[src/hw/rtl/u8d_pkg.sv]
// ---------------------------------------------------------------------------
// u8d_pkg: shared types and constants of the UTF-8 stream decoder
// Byte classes passed from the front classifier to the back decoder, result
// status codes and the limits used for scalar value checks.
// ---------------------------------------------------------------------------
`default_nettype none

package u8d_pkg;

    localparam int CP_W      = 21;
    localparam int PAYLOAD_W = 7;

    typedef enum logic [2:0] {
        CLS_ASCII = 3'd0,
        CLS_LEAD2 = 3'd1,
        CLS_LEAD3 = 3'd2,
        CLS_LEAD4 = 3'd3,
        CLS_CONT  = 3'd4,
        CLS_BAD   = 3'd5
    } u8d_class_t;

    typedef enum logic [1:0] {
        ST_POINT   = 2'd0,
        ST_ERROR   = 2'd1,
        ST_DROPPED = 2'd2
    } u8d_status_t;

    // One classified byte as it travels through the queue
    typedef struct packed {
        u8d_class_t           cls;
        logic [PAYLOAD_W-1:0] payload;
        logic                 string_end;
    } u8d_item_t;

    localparam logic [CP_W-1:0] MIN_CP_2B  = 21'h000080;
    localparam logic [CP_W-1:0] MIN_CP_3B  = 21'h000800;
    localparam logic [CP_W-1:0] MIN_CP_4B  = 21'h010000;
    localparam logic [CP_W-1:0] MAX_CP     = 21'h10FFFF;
    localparam logic [CP_W-1:0] SURR_FIRST = 21'h00D800;
    localparam logic [CP_W-1:0] SURR_LAST  = 21'h00DFFF;

endpackage

`default_nettype wire

[src/hw/rtl/u8d_front.sv]
// ---------------------------------------------------------------------------
// u8d_front: byte classifier
// Sorts each accepted byte into ASCII, lead, continuation or bad lead and
// strips the marker bits, then writes the result into the queue.
// ---------------------------------------------------------------------------
`default_nettype none

module u8d_front (
    input  wire logic             push,
    input  wire logic [7:0]       data_byte,
    input  wire logic             string_end,
    input  wire logic             q_full,
    output u8d_pkg::u8d_item_t    wr_item,
    output logic                  wr_en
);
    import u8d_pkg::*;

    assign wr_en = push && !q_full;

    always_comb
    begin
        wr_item.string_end = string_end;
        wr_item.payload    = data_byte[6:0];
        case (data_byte) inside
            [8'h00:8'h7F]:
            begin
                wr_item.cls = CLS_ASCII;
            end
            [8'h80:8'hBF]:
            begin
                wr_item.cls     = CLS_CONT;
                wr_item.payload = {1'b0, data_byte[5:0]};
            end
            [8'hC2:8'hDF]:
            begin
                wr_item.cls     = CLS_LEAD2;
                wr_item.payload = {2'b00, data_byte[4:0]};
            end
            [8'hE0:8'hEF]:
            begin
                wr_item.cls     = CLS_LEAD3;
                wr_item.payload = {3'b000, data_byte[3:0]};
            end
            [8'hF0:8'hF4]:
            begin
                wr_item.cls     = CLS_LEAD4;
                wr_item.payload = {4'b0000, data_byte[2:0]};
            end
            default:
            begin
                // overlong leads C0/C1 and anything above F4
                wr_item.cls     = CLS_BAD;
                wr_item.payload = '0;
            end
        endcase
    end

endmodule

`default_nettype wire

[src/hw/rtl/u8d_queue.sv]
// ---------------------------------------------------------------------------
// u8d_queue: classified byte queue
// Short first-in first-out buffer between the classifier and the decoder.
// ---------------------------------------------------------------------------
`default_nettype none

module u8d_queue #(
    parameter int DEPTH = 4
) (
    input  wire logic               clk,
    input  wire logic               rst_n,
    input  wire logic               wr_en,
    input  wire u8d_pkg::u8d_item_t wr_item,
    input  wire logic               rd_en,
    output u8d_pkg::u8d_item_t      rd_item,
    output logic                    q_full,
    output logic                    q_empty
);
    import u8d_pkg::*;

    localparam int PW = (DEPTH > 1) ? $clog2(DEPTH) : 1;
    localparam int CW = $clog2(DEPTH + 1);

    u8d_item_t       mem_reg [DEPTH];
    logic [PW-1:0]   wr_ptr_reg, wr_ptr_next;
    logic [PW-1:0]   rd_ptr_reg, rd_ptr_next;
    logic [CW-1:0]   count_reg, count_next;

    assign q_full  = (count_reg == CW'(DEPTH));
    assign q_empty = (count_reg == '0);
    assign rd_item = mem_reg[rd_ptr_reg];

    always_comb
    begin
        wr_ptr_next = wr_ptr_reg;
        rd_ptr_next = rd_ptr_reg;
        count_next  = count_reg;
        if (wr_en)
        begin
            wr_ptr_next = (wr_ptr_reg == PW'(DEPTH - 1)) ? '0 : wr_ptr_reg + PW'(1);
        end
        if (rd_en)
        begin
            rd_ptr_next = (rd_ptr_reg == PW'(DEPTH - 1)) ? '0 : rd_ptr_reg + PW'(1);
        end
        if (wr_en && !rd_en)
        begin
            count_next = count_reg + CW'(1);
        end
        else if (rd_en && !wr_en)
        begin
            count_next = count_reg - CW'(1);
        end
    end

    always_ff @(posedge clk or negedge rst_n)
    begin
        if (!rst_n)
        begin
            wr_ptr_reg <= '0;
            rd_ptr_reg <= '0;
            count_reg  <= '0;
        end
        else
        begin
            wr_ptr_reg <= wr_ptr_next;
            rd_ptr_reg <= rd_ptr_next;
            count_reg  <= count_next;
        end
    end

    always_ff @(posedge clk)
    begin
        if (wr_en)
        begin
            mem_reg[wr_ptr_reg] <= wr_item;
        end
    end

    a_count_range: assert property (@(posedge clk) disable iff (!rst_n)
        count_reg <= CW'(DEPTH))
        else $error("queue count above depth");

    a_no_underflow: assert property (@(posedge clk) disable iff (!rst_n)
        rd_en |-> !q_empty)
        else $error("queue read while empty");

    a_no_overflow: assert property (@(posedge clk) disable iff (!rst_n)
        wr_en |-> !q_full)
        else $error("queue write while full");

endmodule

`default_nettype wire

[src/hw/rtl/u8d_back.sv]
// ---------------------------------------------------------------------------
// u8d_back: sequence decoder
// Gathers continuation bits into the partial code point, checks finished
// values, drops the tail of a failed string and holds one result beat.
// ---------------------------------------------------------------------------
`default_nettype none

module u8d_back (
    input  wire logic               clk,
    input  wire logic               rst_n,
    input  wire u8d_pkg::u8d_item_t rd_item,
    input  wire logic               q_empty,
    output logic                    rd_en,
    input  wire logic               pop,
    output logic                    empty,
    output logic [20:0]             code_point,
    output logic [1:0]              status,
    output logic                    last
);
    import u8d_pkg::*;

    logic [CP_W-1:0] partial_reg, partial_next;
    logic [1:0]      remaining_reg, remaining_next;
    logic [1:0]      seq_len_reg, seq_len_next;
    logic            discarding_reg, discarding_next;

    logic            out_valid_reg, out_valid_next;
    logic [CP_W-1:0] out_cp_reg, out_cp_next;
    u8d_status_t     out_status_reg, out_status_next;
    logic            out_last_reg, out_last_next;

    logic            res_emit;
    logic            res_fail;
    logic [CP_W-1:0] shifted;
    logic [1:0]      rem_dec;
    logic [CP_W-1:0] min_cp;
    logic            bad_value;

    // take a queued byte whenever the result register is free or draining
    assign rd_en = !q_empty && (!out_valid_reg || pop);

    assign empty      = !out_valid_reg;
    assign code_point = out_cp_reg;
    assign status     = out_status_reg;
    assign last       = out_last_reg;

    always_comb
    begin
        shifted = {partial_reg[CP_W-7:0], rd_item.payload[5:0]};
        rem_dec = remaining_reg - 2'd1;
        case (seq_len_reg)
            2'd1:    min_cp = MIN_CP_2B;
            2'd2:    min_cp = MIN_CP_3B;
            default: min_cp = MIN_CP_4B;
        endcase
        bad_value = (shifted < min_cp) || (shifted > MAX_CP)
                    || ((shifted >= SURR_FIRST) && (shifted <= SURR_LAST));
    end

    always_comb
    begin
        partial_next    = partial_reg;
        remaining_next  = remaining_reg;
        seq_len_next    = seq_len_reg;
        discarding_next = discarding_reg;
        res_emit        = 1'b0;
        res_fail        = 1'b0;
        out_cp_next     = out_cp_reg;
        out_status_next = out_status_reg;
        out_last_next   = out_last_reg;

        if (rd_en)
        begin
            out_last_next = rd_item.string_end;
            if (discarding_reg)
            begin
                // drop until the string's final byte
                if (rd_item.string_end)
                begin
                    res_emit        = 1'b1;
                    out_cp_next     = '0;
                    out_status_next = ST_DROPPED;
                    out_last_next   = 1'b1;
                    discarding_next = 1'b0;
                    partial_next    = '0;
                    remaining_next  = '0;
                    seq_len_next    = '0;
                end
            end
            else if (remaining_reg == 2'd0)
            begin
                case (rd_item.cls)
                    CLS_ASCII:
                    begin
                        res_emit        = 1'b1;
                        out_cp_next     = CP_W'(rd_item.payload);
                        out_status_next = ST_POINT;
                    end
                    CLS_LEAD2, CLS_LEAD3, CLS_LEAD4:
                    begin
                        partial_next = CP_W'(rd_item.payload);
                        case (rd_item.cls)
                            CLS_LEAD2: remaining_next = 2'd1;
                            CLS_LEAD3: remaining_next = 2'd2;
                            default:   remaining_next = 2'd3;
                        endcase
                        seq_len_next = remaining_next;
                        res_fail     = rd_item.string_end;
                    end
                    default:
                    begin
                        res_fail = 1'b1;
                    end
                endcase
            end
            else if (rd_item.cls != CLS_CONT)
            begin
                res_fail = 1'b1;
            end
            else if (rem_dec != 2'd0)
            begin
                partial_next   = shifted;
                remaining_next = rem_dec;
                res_fail       = rd_item.string_end;
            end
            else if (bad_value)
            begin
                res_fail = 1'b1;
            end
            else
            begin
                res_emit        = 1'b1;
                out_cp_next     = shifted;
                out_status_next = ST_POINT;
                partial_next    = '0;
                remaining_next  = '0;
                seq_len_next    = '0;
            end

            if (res_fail)
            begin
                res_emit        = 1'b1;
                out_cp_next     = '0;
                out_status_next = ST_ERROR;
                partial_next    = '0;
                remaining_next  = '0;
                seq_len_next    = '0;
                discarding_next = !rd_item.string_end;
            end
        end

        if (res_emit)
        begin
            out_valid_next = 1'b1;
        end
        else if (pop && out_valid_reg)
        begin
            out_valid_next = 1'b0;
        end
        else
        begin
            out_valid_next = out_valid_reg;
        end
    end

    always_ff @(posedge clk or negedge rst_n)
    begin
        if (!rst_n)
        begin
            partial_reg    <= '0;
            remaining_reg  <= '0;
            seq_len_reg    <= '0;
            discarding_reg <= 1'b0;
            out_valid_reg  <= 1'b0;
        end
        else
        begin
            partial_reg    <= partial_next;
            remaining_reg  <= remaining_next;
            seq_len_reg    <= seq_len_next;
            discarding_reg <= discarding_next;
            out_valid_reg  <= out_valid_next;
        end
    end

    always_ff @(posedge clk)
    begin
        if (res_emit)
        begin
            out_cp_reg     <= out_cp_next;
            out_status_reg <= out_status_next;
            out_last_reg   <= out_last_next;
        end
    end

    a_rem_within_len: assert property (@(posedge clk) disable iff (!rst_n)
        remaining_reg <= seq_len_reg)
        else $error("remaining count exceeds sequence length");

    a_discard_no_seq: assert property (@(posedge clk) disable iff (!rst_n)
        discarding_reg |-> (remaining_reg == 2'd0) && (partial_reg == '0))
        else $error("partial sequence kept while discarding");

    a_error_zero_cp: assert property (@(posedge clk) disable iff (!rst_n)
        out_valid_reg && (out_status_reg != ST_POINT) |-> (out_cp_reg == '0))
        else $error("error beat carries a code point");

    a_dropped_is_last: assert property (@(posedge clk) disable iff (!rst_n)
        out_valid_reg && (out_status_reg == ST_DROPPED) |-> out_last_reg)
        else $error("discard beat without last");

    a_point_in_range: assert property (@(posedge clk) disable iff (!rst_n)
        out_valid_reg && (out_status_reg == ST_POINT) |-> (out_cp_reg <= MAX_CP))
        else $error("code point above range");

endmodule

`default_nettype wire

[src/hw/rtl/utf8_stream_decoder.sv]
// ---------------------------------------------------------------------------
// utf8_stream_decoder: validating UTF-8 byte stream decoder
// Classifier, byte queue and sequence decoder; one result beat per code
// point, per invalid sequence, and per end of a discarded string.
// ---------------------------------------------------------------------------
//  channel   handshake        beat fields
//  input     push / full      data_byte[7:0], string_end
//  result    pop / empty      code_point[20:0], status[1:0], last
//
//  One byte per cycle in sustained flow while results are popped; a byte that
//  yields a result reaches the result ports through the queue memory and then
//  the result register. Throughput is set by the decoder taking one queued byte
//  per cycle while the result register is free or popped. The byte queue holds
//  QUEUE_DEPTH beats; full rises only when the result side stalls long enough
//  to fill it. Reset clears the queue, the partial sequence and the valid flag.
// ---------------------------------------------------------------------------
`default_nettype none

module utf8_stream_decoder #(
    parameter int QUEUE_DEPTH = 4
) (
    input  wire logic        clk,
    input  wire logic        rst_n,
    input  wire logic        push,
    output logic             full,
    input  wire logic [7:0]  data_byte,
    input  wire logic        string_end,
    output logic             empty,
    input  wire logic        pop,
    output logic [20:0]      code_point,
    output logic [1:0]       status,
    output logic             last
);
    import u8d_pkg::*;

    u8d_item_t wr_item;
    u8d_item_t rd_item;
    logic      wr_en;
    logic      rd_en;
    logic      q_full;
    logic      q_empty;

    assign full = q_full;

    u8d_front u_front (
        .push       (push),
        .data_byte  (data_byte),
        .string_end (string_end),
        .q_full     (q_full),
        .wr_item    (wr_item),
        .wr_en      (wr_en)
    );

    u8d_queue #(
        .DEPTH (QUEUE_DEPTH)
    ) u_queue (
        .clk     (clk),
        .rst_n   (rst_n),
        .wr_en   (wr_en),
        .wr_item (wr_item),
        .rd_en   (rd_en),
        .rd_item (rd_item),
        .q_full  (q_full),
        .q_empty (q_empty)
    );

    u8d_back u_back (
        .clk        (clk),
        .rst_n      (rst_n),
        .rd_item    (rd_item),
        .q_empty    (q_empty),
        .rd_en      (rd_en),
        .pop        (pop),
        .empty      (empty),
        .code_point (code_point),
        .status     (status),
        .last       (last)
    );

endmodule

`default_nettype wire
[config.mk]
export PLATFORM = sky130hd
export DESIGN_NAME = utf8_stream_decoder
export DESIGN_NICKNAME = d
export VERILOG_FILES = /design/src/hw/rtl/u8d_pkg.sv /design/src/hw/rtl/u8d_front.sv /design/src/hw/rtl/u8d_queue.sv /design/src/hw/rtl/u8d_back.sv /design/src/hw/rtl/utf8_stream_decoder.sv
export SDC_FILE = /design/constraint.sdc
export NUM_CORES = 1
export LEC_CHECK = 0
export ABC_AREA = 1
export BUFFER_PORTS_ARGS = -buffer_cell sky130_fd_sc_hd__buf_2
export CORE_AREA = 4 4 140 75
export DETAILED_ROUTE_END_ITERATION = 10
export DIE_AREA = 0 0 144 79
export PLACE_DENSITY = 0.68
export SYNTH_ARGS = -nofsm -noshare
export SYNTH_HDL_FRONTEND = slang
export SYNTH_SLANG_ARGS = --single-unit
[constraint.sdc]
create_clock -name clk -period 3.5 [get_ports clk]
set_input_delay 0.525 -clock clk [delete_from_list [all_inputs] [get_ports clk]]
set_output_delay 0.525 -clock clk [all_outputs]
set_load 0.05 [all_outputs]
Yosys cells after proc, flatten, opt, wreduce, memory -nomap -nowiden:

Memories as Yosys holds them, arrays and structs flattened.
Index checks and enable logic that the tools add are counted.

* flip-flop bits (word level): 52
* bits in latches: 0
* memory bits (writable): 44
* bits in read-only memories: 0
* input port bits: 13
* output and inout port bits: 26
* word-level logic and storage cells: 149
* memories kept: 1

* add/subtract/negate cells: 5
* multiply operators: 0
* div/mod/pow operators: 0
* $lt $le $gt $ge: 14
* eq/ne operators: 16
* shift-type cells: 0
* muxes and demuxes: 71
* bitwise gates (word level): 0
* reduce and logical (&&, ||, !) cells: 31

Memories
* u_queue.mem_reg: words 4, bits a word 11, rd ports 1, clocked after Yosys merged registers in 0, write ports 1, RTL line u8d_queue.sv:24 `u8d_item_t mem_reg [DEPTH];`

Operators by type and width (number)
* two-way mux 21 bit: 7
* two-way mux 15 bit: 7
* two-way mux 2 bit: 19
* one-hot mux 17 bit (2 select lines): 1
* >= comparator 8 bit, second input constant: 4
* <= comparator 8 bit, second input constant: 4
* two-way mux 3 bit: 8
* two-way mux 1 bit: 23
* >= comparator 21 x 16 -> 1 bit, second input constant: 1
* > comparator 21 bit, second input constant: 1
* <= comparator 21 x 16 -> 1 bit, second input constant: 1
* less-than comparator 21 x 17 -> 1 bit: 1
* two-way mux 7 bit: 3
* != test 4 x 3 -> 1 bit, second input constant: 3
* logical AND 1 bit: 11
* >= comparator 8 x 1 -> 1 bit, second input constant: 1
* <= comparator 8 x 7 -> 1 bit, second input constant: 1
* != test 4 x 2 -> 1 bit, second input constant: 2
* AND reduction 7 bit: 1
* == test 2 bit, second input constant: 3
* == test 3 x 2 -> 1 bit, second input constant: 2
* logical NOT 1 bit: 6
* logical NOT 3 bit: 2
* AND reduction 6 bit: 1
* 19 further kinds: 24

Logic depth before layout (Yosys ltp):

Gate-level depths: netlist of the first run.

* word-level depth: 14
* depth in mapped cells: 19
* mapped depth without buffers: 19

Hierarchy:

Synthesis of the first run repeated with hierarchy kept, for this count alone.

* cell total of the unflattened synthesis: 460
* area total of the unflattened synthesis: 4551.9 µm²

By module, submodules not included
* u8d_back: instances 1, cells each 244, area an instance 2208.4 µm², seq. area each 1246.2 µm²
* u8d_queue: instances 1, cells each 179, area an instance 2178.3 µm², seq. area each 1496.4 µm²
* u8d_front: instances 1, cells each 37, area an instance 165.2 µm², seq. area each 0.0 µm²

Worst setup path before layout of the first run:

OpenSTA, ideal clock, no wires.

* path kind: register to register
* start: register u_queue.count_reg[0]
* end: register u_queue.count_reg[1]
* arrival: 2711 ps
* required time: 3377 ps
* path slack: 666 ps
* cell stages (with the launch flop): 8
* path buffers: 0
* cells stage by stage: dfrtp_1 nor3_1 nor2_1 ha_1 inv_1 fa_1 nor2_1 a21oi_1

* elaborated cells on any way between the ends: 15

RTL lines
* start: declaration: RTL line u8d_queue.sv:27 `logic [CW-1:0] count_reg, count_next;`
* start signal: assignment: RTL line u8d_queue.sv:68 `count_reg <= count_next;`
* == test 3 bit: RTL line u8d_queue.sv:29 `assign q_full = (count_reg == CW'(DEPTH));`
* via full: RTL line utf8_stream_decoder.sv:25 `output logic full,`
* logical NOT 1 bit: RTL line u8d_front.sv:18 `assign wr_en = push && !q_full;`
* logical AND 1 bit: RTL line u8d_front.sv:18
* via u_front.wr_en: RTL line u8d_front.sv:14 `output logic wr_en`
* logical AND 1 bit: RTL line u8d_queue.sv:46 `if (wr_en && !rd_en)`
* two-way mux 3 bit: RTL line u8d_queue.sv:46
* via u_queue.count_next[1]: RTL line u8d_queue.sv:27

The timed path passes the listed nets, and every way through them passes these cells. The select of a mux whose other input is x is not followed.
A chain may end at the register's enable or synchronous reset.

Worst setup path after layout of the first run:

* start: register u_back.seq_len_reg[0]
* end: register u_back.out_cp_reg[2] (netlist: u_back.code_point[2]) (enable)

* cells in the longest elaborated chain, start to end: 14
* elaborated cells on any way between the ends: 25

Ends and longest elaborated chain
* start: declaration: RTL line u8d_back.sv:24 `logic [1:0] seq_len_reg, seq_len_next;`
* start signal: assignment: RTL line u8d_back.sv:180 `seq_len_reg <= seq_len_next;`
* == test 2 bit / == test 2 x 1 -> 1 bit (equally long branches): RTL line u8d_back.sv:51 `case (seq_len_reg)`
* one-hot mux 17 bit (2 select lines) (*): RTL line u8d_back.sv:51
* less-than comparator 21 x 17 -> 1 bit (*): RTL line u8d_back.sv:56 `bad_value = (shifted < min_cp) || (shifted > MAX_CP)`
* logical OR 1 bit (*): RTL line u8d_back.sv:56
* logical OR 1 bit (*): RTL line u8d_back.sv:57 `|| ((shifted >= SURR_FIRST) && (shifted <= SURR_LAST));`
* two-way mux 1 bit: RTL line u8d_back.sv:126 `else if (bad_value)`
* two-way mux 1 bit: RTL line u8d_back.sv:120 `else if (rem_dec != 2'd0)`
* two-way mux 1 bit: RTL line u8d_back.sv:116 `else if (rd_item.cls != CLS_CONT)`
* two-way mux 1 bit: RTL line u8d_back.sv:90 `else if (remaining_reg == 2'd0)`
* two-way mux 1 bit: RTL line u8d_back.sv:75 `if (discarding_reg)`
* two-way mux 1 bit: RTL line u8d_back.sv:72 `if (rd_en)`
* two-way mux 1 bit: RTL line u8d_back.sv:140 `if (res_fail)`
* two-way mux 1 bit: RTL line u8d_back.sv:72
* AND reduction 7 bit (no line) (*)
* end signal: assignment: RTL line u8d_back.sv:190 `out_cp_reg <= out_cp_next;`
* end: declaration: RTL line u8d_back.sv:28 `logic [CP_W-1:0] out_cp_reg, out_cp_next;`

Mark *: on every way between the ends. The rest lies on a longest branch, timed or not. The select of a mux whose other input is x is not followed.

==> reports/metrics.yaml, run 1 <==
status: "complete, no violations"
antenna_found_initial: 0
hold_path_class: "primary input to asynchronous set/reset pin"
yosys.area_share.simple_pct: 21.54
holdBufCountCts: 0
yosysWarningCount: 0
cap_violations: 0
critical_path_required_ns: 3.52
cts_resized: 0
reg2reg_depth: 18
routed_wirelength_um: 9132
fin_crit_ns: 2.766
cts_tree: "yes"
worst_ep_arrival_time_ns: 2.79
rsz0062_at_grt: "false"
setup-tns-final_ns: 0
ys.flop_type: "edfxtp_1"
grt_pass1_vias: 2893
ys_types: 36
die_area_mm2: 0.01138
worstMarginPinSlew_ns: 0.7781
yosysTopAreaCellShare_pct: 44.85
wl_met1_um: 4858
rrSetupSlack_ns: 0.73
clk_pin_slew_ns: 0.07
hold_viol: 0
fp.coreArea_mm2: 0.009228
synthesis.area_mm2: 0.004553
synth_nets: 462
syn_inst: 438
drcViolationCount: 0
wl_met2_um: 3543
power_leakage_nw: 2.184
cts_root_buffer: "clkbuf_16"
synth_edf_count: 68
pin_count: 39
die_h_um: 79
dr.pass1.iters: 4
fmax_ghz: 0.3616
top_layer: "met4"
portBuffers: 38
htree_levels: 3
synthMostInstantiatedCell: "nand2_1"
synthArstFlopShare_pct: 29.17
ys_ff_latch: 96
setup_violations: 0
clock_latency_ns: 0.34
synthXorXnorAreaFrac_pct: 0.3847
wl_met3_um: 633
pre_cts_ws_ns: 0.7684
worst_setup_path_end_kind: "register"
start_kind: "register"
routedWlPerCell_um: 15.09
crit_type: "register to register"
syn_avg_cell_area_um2: 10.40
synth_compound_area_share_pct: 7.062
skew_ns: 0.006967
yosys-top-cells-area: "edfxtp_1 (45%), dfrtp_1 (15%), nand2_1 (6.3%)"
power-per-cell-area_mw_per_mm2: 1041
synthMuxAreaShare_pct: 0
ant_nets: 0
cts_buffers: 9
cts_setup_buffers: 0
grt_first_pass_wirelength_um: 15080
core.rowCount: 25
numClockSinks: 96
finalCritPeriodShare_pct: 79.02
reg2reg_to: "u_back.code_point[2]$_SDFFCE_PP0P_"
hpwlAfterDp_um: 6576
clk_path_buf_depth: 2
worstReg2RegStart: "u_back.seq_len_reg[0]$_DFFE_PN0P_"
largest_reg_flops: 44
yosys.area.top_type: "edfxtp_1"
total_power_mw: 5.326
grt_overflow_total: 0
seq_area_frac_synth_pct: 60.24
diodes: 0
area_growth_pct: 12.42
synthAdderAreaFrac_pct: 3.188
critPathMaxFanout: 23
worst_slack_ns: 0.7344
ir_worst_vdd_mv: 0.5361
vias: 3102
synth_top_family_by_area: "simple AND/OR/NAND/NOR gates"
drt_iter0_markers: 242
drive_above_1_share_pct: 19.01
die_w_um: 144
track_usage_pct: 17.39
place_congestion: 0.8632
fin_nets: 503
slew_violations: 0
start_util_pct: 49.34
relSlewSlack_pct: 47.77
via_per_inst: 5.127
synth_commonest_cells: "nand2_1 (76), edfxtp_1 (68), inv_1 (60)"
grt_max_degree: 37
==> area by class of cell <==
class                           count  area (um^2)
Timing Repair Buffer               45        242.7
Clock inverter                      6        51.30
Clock buffer                       10        229.0
Inverter                           63        236.5
Tap cell                          121        151.4
Fill cell                         760         4109
Multi-Input combinational cell    264         1465
Sequential cell                    96         2743
==> metal layers <==
layer | GRT usage [%] | vias to the layer above
li1 | - | 1559
met5 | 0 | -
met3 | 5.836 | 8
met2 | 22.77 | 86
met4 | 4.323 | 0
met1 | 27.30 | 1449
==> worst max-delay path by stage <==
stage	slack, ns	cells past startpoint	end	startpoint
floorplan	0.67	7	u_queue.count_reg[1]$_DFFE_PN0P_	u_queue.count_reg[0]$_DFFE_PN0P_
global route	0.44	18	u_back.status[1]$_SDFFCE_PN0P_	u_back.seq_len_reg[0]$_DFFE_PN0P_
global placement	0.88	18	u_back.code_point[3]$_SDFFCE_PP0P_	u_back.seq_len_reg[0]$_DFFE_PN0P_
CTS	0.73	18	u_back.code_point[2]$_SDFFCE_PP0P_	u_back.seq_len_reg[0]$_DFFE_PN0P_
detailed placement	0.77	18	u_back.code_point[3]$_SDFFCE_PP0P_	u_back.seq_len_reg[0]$_DFFE_PN0P_
finish	0.73	18	u_back.code_point[2]$_SDFFCE_PP0P_	u_back.seq_len_reg[0]$_DFFE_PN0P_
==> cell families after synthesis <==
family | count (synthesis)
buffers and inverters | 78
DFF | 96
AOI/OAI and AO/OA | 53
and+or+nand+nor | 198
xor gates and xnor gates | 2
adders and majority gates | 11
==> layout by cell type (no fill, tap or decap), types with 9 or more instances in the layout <==
cell / Yosys / layout
clkbuf_16: 0 / 9
buf_2: 0 / 38
inv_1: 60 / 60
a21oi_1: 17 / 17
o21ai_1: 12 / 12
edfxtp_1: 68 / 68
nor2_1: 47 / 47
nand3_1: 29 / 29
nand2_1: 76 / 76
ha_1: 10 / 10
dfrtp_1: 28 / 28
nor3_1: 9 / 9
nand3_2: 9 / 9
==> through the flow <==
step / hold WS (ns) / instance area [um^2] / std cells / utilization [%]
finish: 0.2086 / 5119 / 605 / 55.47
CTS: 0.2193 / 5119 / 605 / 55.47
floorplan: 0.2294 / 4553 / 438 / -
global route: 0.2534 / 5119 / 605 / 55.47
detailed placement: 0.4970 / 4838 / 589 / 52.43
global placement: 0.4878 / 4838 / 589 / 52.43
==> critical path, cell delays in order, from the launching register on <==
cell and delay, ns:
dfrtp_1 0.37, inv_1 0.05, ha_1 0.28, inv_1 0.05, ha_1 0.30, a21oi_1 0.14
o21ai_0 0.08, nor2_1 0.09, nand2_1 0.06, nand2_1 0.06, nand2_1 0.06, nand2_1 0.08
nand2_2 0.08, nand3_4 0.12, inv_2 0.08, nand2_1 0.07, nand2_1 0.08, inv_1 0.07
buf_4 0.29
==> where the power goes <==
part	internal [mW]	switching (mW)	total [mW]	leakage, nW
combinational	0.649	1.92	2.57	1.04
clock	0.491	0.426	0.917	0.128
sequential	1.67	0.168	1.84	1.01
total	2.81	2.52	5.33	2.18
No activity file was read; power rests on OpenSTA's default activity.
==> inputs of run 2 (changes only) <==
==> constraint.sdc (replaced) <==
create_clock -name clk -period 2.6 [get_ports clk]
set_input_delay 0.39 -clock clk [delete_from_list [all_inputs] [get_ports clk]]
set_output_delay 0.39 -clock clk [all_outputs]
set_load 0.05 [all_outputs]
==> run 2 against run 1 <==
Against the previous run: utilization increased by 3.4 points; routed wire length grew 11%; register-to-register slack worse by 0.65 ns; final cell count up 3.0%; critical path type unchanged; first-iteration DRC count is 22% higher; sequential share of layout area shrank 3.1 points; highest routed layer unchanged.
==> reports/metrics.yaml, run 2 (synthesized netlist as in run 1, its figures left out) <==
cap_violations: 0
worst_ep_arrival_time_ns: 2.64
crit_type: "register to register"
portBuffers: 38
fin_crit_ns: 2.517
reg2reg_to: "u_back.code_point[8]$_SDFFCE_PP0P_"
worstReg2RegStart: "u_back.seq_len_reg[1]$_DFFE_PN0P_"
routedWlPerCell_um: 16.33
slew_violations: 0
dr.pass1.iters: 5
final_cell_mix: "nand2_1 (73), edfxtp_1 (68), inv_1 (56)"
track_usage_pct: 18.45
clk_pin_slew_ns: 0.07
area_growth_pct: 19.26
via_per_inst: 5.262
rrSetupSlack_ns: 0.08
rsz0062_at_grt: "true"
finalCritPeriodShare_pct: 96.82
reg2reg_depth: 18
worstMarginPinSlew_ns: 0.6883
cts_root_buffer: "clkbuf_16"
cts_buffers: 9
drive_above_1_share_pct: 25.10
clk_path_buf_depth: 2
final_common_cell: "nand2_1"
fmax_ghz: 0.3973
layout.cells.non_filler: 623
drt_iter0_markers: 295
cts_tree: "yes"
antenna_found_initial: 0
fin_area_mm2: 0.005430
worst_setup_path_end_kind: "register"
clock_latency_ns: 0.35
die_w_um: 144
diodes: 0
largest_reg_flops: 44
skew_ns: 0.008314
pre_cts_ws_ns: 0.007565
status: "complete, no violations"
relSlewSlack_pct: 54.11
setup-tns-final_ns: 0
critical_path_required_ns: 2.73
setup_violations: 0
htree_levels: 3
worst_slack_ns: 0.08271
grt_first_pass_wirelength_um: 15860
fp.coreArea_mm2: 0.009228
numClockSinks: 96
hold_viol: 0
dpl_cell_area_mm2: 0.004905
dpl.cell_count: 595
hold_path_class: "primary input to asynchronous set/reset pin"
vias: 3278
grt_pass1_vias: 3000
core.rowCount: 25
grt_max_degree: 37
start_kind: "register"
ant_nets: 0
start_util_pct: 49.34
place_congestion: 0.8939
hpwlAfterDp_um: 6641
routed_wirelength_um: 10170
critPathMaxFanout: 6
die_area_mm2: 0.01138
drcViolationCount: 0
grt_overflow_total: 0
fin_nets: 521
die_h_um: 79
pin_count: 39
[run 2: worst max path at each step]
stage,from,depth (start not counted),slack [ns],end
final,u_back.seq_len_reg[1]$_DFFE_PN0P_,18,0.08,u_back.code_point[8]$_SDFFCE_PP0P_
after global routing,u_back.seq_len_reg[0]$_DFFE_PN0P_,21,-0.05,u_back.code_point[8]$_SDFFCE_PP0P_
after CTS,u_back.seq_len_reg[0]$_DFFE_PN0P_,20,0.0006,u_back.code_point[3]$_SDFFCE_PP0P_
after detailed placement,u_back.seq_len_reg[0]$_DFFE_PN0P_,18,0.008,u_back.status[1]$_SDFFCE_PN0P_
after global placement,u_back.seq_len_reg[0]$_DFFE_PN0P_,18,0.11,u_back.code_point[5]$_SDFFCE_PP0P_
after floorplan,u_back.seq_len_reg[0]$_DFFE_PN0P_,17,0.03,u_back.code_point[0]$_SDFFCE_PP0P_
[run 2: area by class of cell]
class | count | area, um^2
Clock buffer | 9 | 225.2
Clock inverter | 7 | 66.31
Fill cell | 746 | 3797
Inverter | 63 | 242.7
Multi-Input combinational cell | 265 | 1548
Sequential cell | 96 | 2744
Tap cell | 121 | 151.4
Timing Repair Buffer | 62 | 452.9
[run 2: stage by stage]
step                      hold WS, ns  util (%)
final                         0.06953     58.85
after global routing           0.1129     58.85
after CTS                     0.09162     57.45
after detailed placement       0.4662     53.15
after global placement         0.4621     53.15
after floorplan               0.09441         -
[run 2: critical path: stages (launching register included)]
cell        delay (ns)
dfrtp_1           0.40
ha_2              0.33
inv_2             0.04
ha_4              0.27
nand2_1           0.05
o21ai_1           0.11
nor2_1            0.05
nand2_1           0.06
nand2_1           0.05
nand2_1           0.07
nand2_1           0.07
nand2_2           0.09
nand3_4           0.08
inv_4             0.07
nand2_2           0.05
nand2_2           0.09
clkinvlp_4        0.10
buf_12            0.15
clkbuf_16         0.15
[run 2: what timing repair did]
action | CTS | global route
cloned | 2 | 2
pin swaps | 3 | 10
buffers inserted | 4 | 4
hold buffers | 0 | 0
endpoints found under the setup margin | 23 | 32
hold endpoints to repair | 0 | 0
gates resized for setup | 7 | 14
[run 2: metal layers]
layer | vias to the layer above | global-route usage [%] | part of all wire (%)
met5 | - | 0 | 0
met4 | 0 | 4.699 | 0.86
met3 | 11 | 5.716 | 7.9
met2 | 117 | 23.75 | 40
met1 | 1549 | 29.56 | 51
li1 | 1601 | - | -
Power of run 2 is not shown: default switching activity piles up to over one toggle a cycle in this logic, so the estimate is an artifact.
==> inputs of run 3 (changes only) <==
--- a/config.mk
+++ b/config.mk
@@ -7,10 +7,12 @@
 export LEC_CHECK = 0
 export ABC_AREA = 1
 export BUFFER_PORTS_ARGS = -buffer_cell sky130_fd_sc_hd__buf_2
-export CORE_AREA = 4 4 140 75
+export CELL_PAD_IN_SITES_DETAIL_PLACEMENT = 0
+export CELL_PAD_IN_SITES_GLOBAL_PLACEMENT = 2
+export CORE_AREA = 4 4 158 84
 export DETAILED_ROUTE_END_ITERATION = 10
-export DIE_AREA = 0 0 144 79
-export PLACE_DENSITY = 0.68
+export DIE_AREA = 0 0 162 88
+export PLACE_DENSITY_LB_ADDON = 0.1
 export SYNTH_ARGS = -nofsm -noshare
 export SYNTH_HDL_FRONTEND = slang
 export SYNTH_SLANG_ARGS = --single-unit
==> run 3 against run 2 <==
Against the previous run: first-iteration DRC count decreased by 17%; die area increased by 25%; utilization decreased by 12 points; final cell count increased by 7.4%; critical path depth decreased by 1; flip-flop and latch count unchanged; clock skew decreased by 0.0017 ns; critical endpoint is now u_back.code_point[7]$_SDFFCE_PP0P_.
==> reports/metrics.yaml, run 3 (synthesized netlist as in run 1, its figures left out) <==
layout.cells.non_filler: 669
cts_tree: "yes"
critPathMaxFanout: 5
holdBufCountCts: 0
fin_nets: 523
crit_type: "register to register"
grt_pass1_vias: 3153
final_common_cell: "nand2_1"
antenna_found_initial: 0
grt_max_degree: 29
reg2reg_to: "u_back.code_point[7]$_SDFFCE_PP0P_"
clk_pin_slew_ns: 0.07
drcViolationCount: 0
finalCritPeriodShare_pct: 94.79
slew_violations: 0
routed_wirelength_um: 10120
grt_overflow_total: 0
critPathCapture: "u_back.code_point[7]$_SDFFCE_PP0P_"
start_kind: "register"
rsz0062_at_grt: "true"
fin_area_mm2: 0.005503
routedWlPerCell_um: 15.13
dpl_cell_area_mm2: 0.004982
diodes: 0
cts_buffers: 9
worst_slack_ns: 0.1355
final_cell_mix: "nand2_1 (73), edfxtp_1 (68), inv_1 (56)"
rrSetupSlack_ns: 0.14
pre_cts_ws_ns: 0.01165
setup_violations: 0
cap_violations: 0
clock_latency_ns: 0.34
numClockSinks: 96
status: "complete, no violations"
start_util_pct: 38.91
core.rowCount: 28
clk_path_buf_depth: 2
critPathLaunch: "u_back.seq_len_reg[1]$_DFFE_PN0P_"
worstMarginPinSlew_ns: 0.7296
hold_path_class: "primary input to asynchronous set/reset pin"
die_w_um: 162
die_area_mm2: 0.01426
dpl.cell_count: 642
skew_ns: 0.006569
place_congestion: 0.7980
fin_crit_ns: 2.464
hpwlAfterDp_um: 6785
ant_nets: 0
power-per-cell-area_mw_per_mm2: 1465
power_leakage_nw: 2.328
track_usage_pct: 14.67
area_growth_pct: 20.86
htree_levels: 3
cts_root_buffer: "clkbuf_16"
dr.pass1.iters: 4
ir_worst_vdd_mv: 0.5093
via_per_inst: 4.801
reg2reg_depth: 17
portBuffers: 38
pin_count: 39
fp.coreArea_mm2: 0.01170
hold_viol: 0
vias: 3212
grt_first_pass_wirelength_um: 16090
drt_iter0_markers: 245
worst_setup_path_end_kind: "register"
drive_above_1_share_pct: 25.20
critical_path_required_ns: 2.71
worstReg2RegStart: "u_back.seq_len_reg[1]$_DFFE_PN0P_"
relSlewSlack_pct: 51.36
worst_ep_arrival_time_ns: 2.58
fmax_ghz: 0.4058
total_power_mw: 8.063
die_h_um: 88
largest_reg_flops: 44
## run 3: cell types whose count changed in the layout (fill, tap and decap cells not counted), moves of 2 or more
cell / previous run / this run
nor2_2: 4 / 6
clkinv_4: 2 / 0
bufinv_16: 0 / 2
nor2_4: 3 / 1
clkbuf_1: 0 / 2
nand2_4: 1 / 5
buf_16: 2 / 0
nand2_2: 8 / 5
buf_6: 0 / 2
buf_4: 19 / 22
## run 3: critical path, cell delays in order, from the launching register on
cell and delay (ns):
dfrtp_1 0.41, ha_4 0.27, inv_2 0.04, ha_4 0.27, nand3_2 0.07, nor2_2 0.11, nand2_1 0.05, nand2_1 0.05
nand2_1 0.06, nand2_2 0.07, nand2_1 0.06, nand2_2 0.09, nand3_4 0.08, inv_4 0.08, nand2_4 0.05, nand2_4 0.06
clkinvlp_4 0.19, clkbuf_16 0.22
## run 3: area by class of cell
type	count	area (um^2)
fill	1120	6198
clock buffer	12	246.5
inverter	63	242.7
multi-input combinational	264	1544
tap	165	206.4
clock inverter	4	76.32
sequential	96	2744
timing repair buffer	65	442.9
## run 3: worst min-delay path by stage
stage | cells past startpoint | startpoint | slack, ns | endpoint
5_1_grt | 1 | rst_n | 0.15 | u_back.partial_reg[4]$_DFFE_PN0P_
3_5_place_dp | 1 | rst_n | 0.49 | u_back.partial_reg[9]$_DFFE_PN0P_
3_3_place_gp | 1 | rst_n | 0.48 | u_back.partial_reg[10]$_DFFE_PN0P_
4_1_cts | 1 | rst_n | 0.13 | u_back.partial_reg[11]$_DFFE_PN0P_
6_report | 1 | rst_n | 0.11 | u_back.partial_reg[10]$_DFFE_PN0P_
2_1_floorplan | 0 | rst_n | 0.09 | u_back.discarding_reg$_DFFE_PN0P_
## run 3: metrics by stage
| step | hold WS [ns] | setup TNS [ns] | util (%) |
|---|---|---|---|
| final | 0.1076 | 0 | 47.03 |
| after global routing | 0.1500 | -0.2026 | 47.03 |
| after CTS | 0.1312 | 0 | 46.57 |
| after detailed placement | 0.4938 | 0 | 42.58 |
| after global placement | 0.4834 | 0 | 42.58 |
| after floorplan | 0.09441 | 0 | - |
## run 3: report_power, final
group	switching [mW]	internal [mW]	total [mW]	leakage [nW]
logic	2.85	1.33	4.18	1.16
registers	0.201	2.25	2.45	1.01
clock network	0.559	0.874	1.43	0.153
## run 3: timing repair
action                     CTS  global route
gates resized for setup      8            16
hold endpoints to repair     0             0
pin swaps                    1            10
setup endpoints to repair   23            35
gates cloned                 2             1
setup buffers                7             3
## run 3: layer usage
| layer | vias up | global-route usage [%] | part of all wire, % |
|---|---|---|---|
| met5 | - | 0 | 0 |
| met4 | 0 | 3.300 | 0.90 |
| met3 | 10 | 4.137 | 5.1 |
| met2 | 73 | 24.45 | 47 |
| met1 | 1538 | 19.40 | 47 |
| li1 | 1591 | - | - |
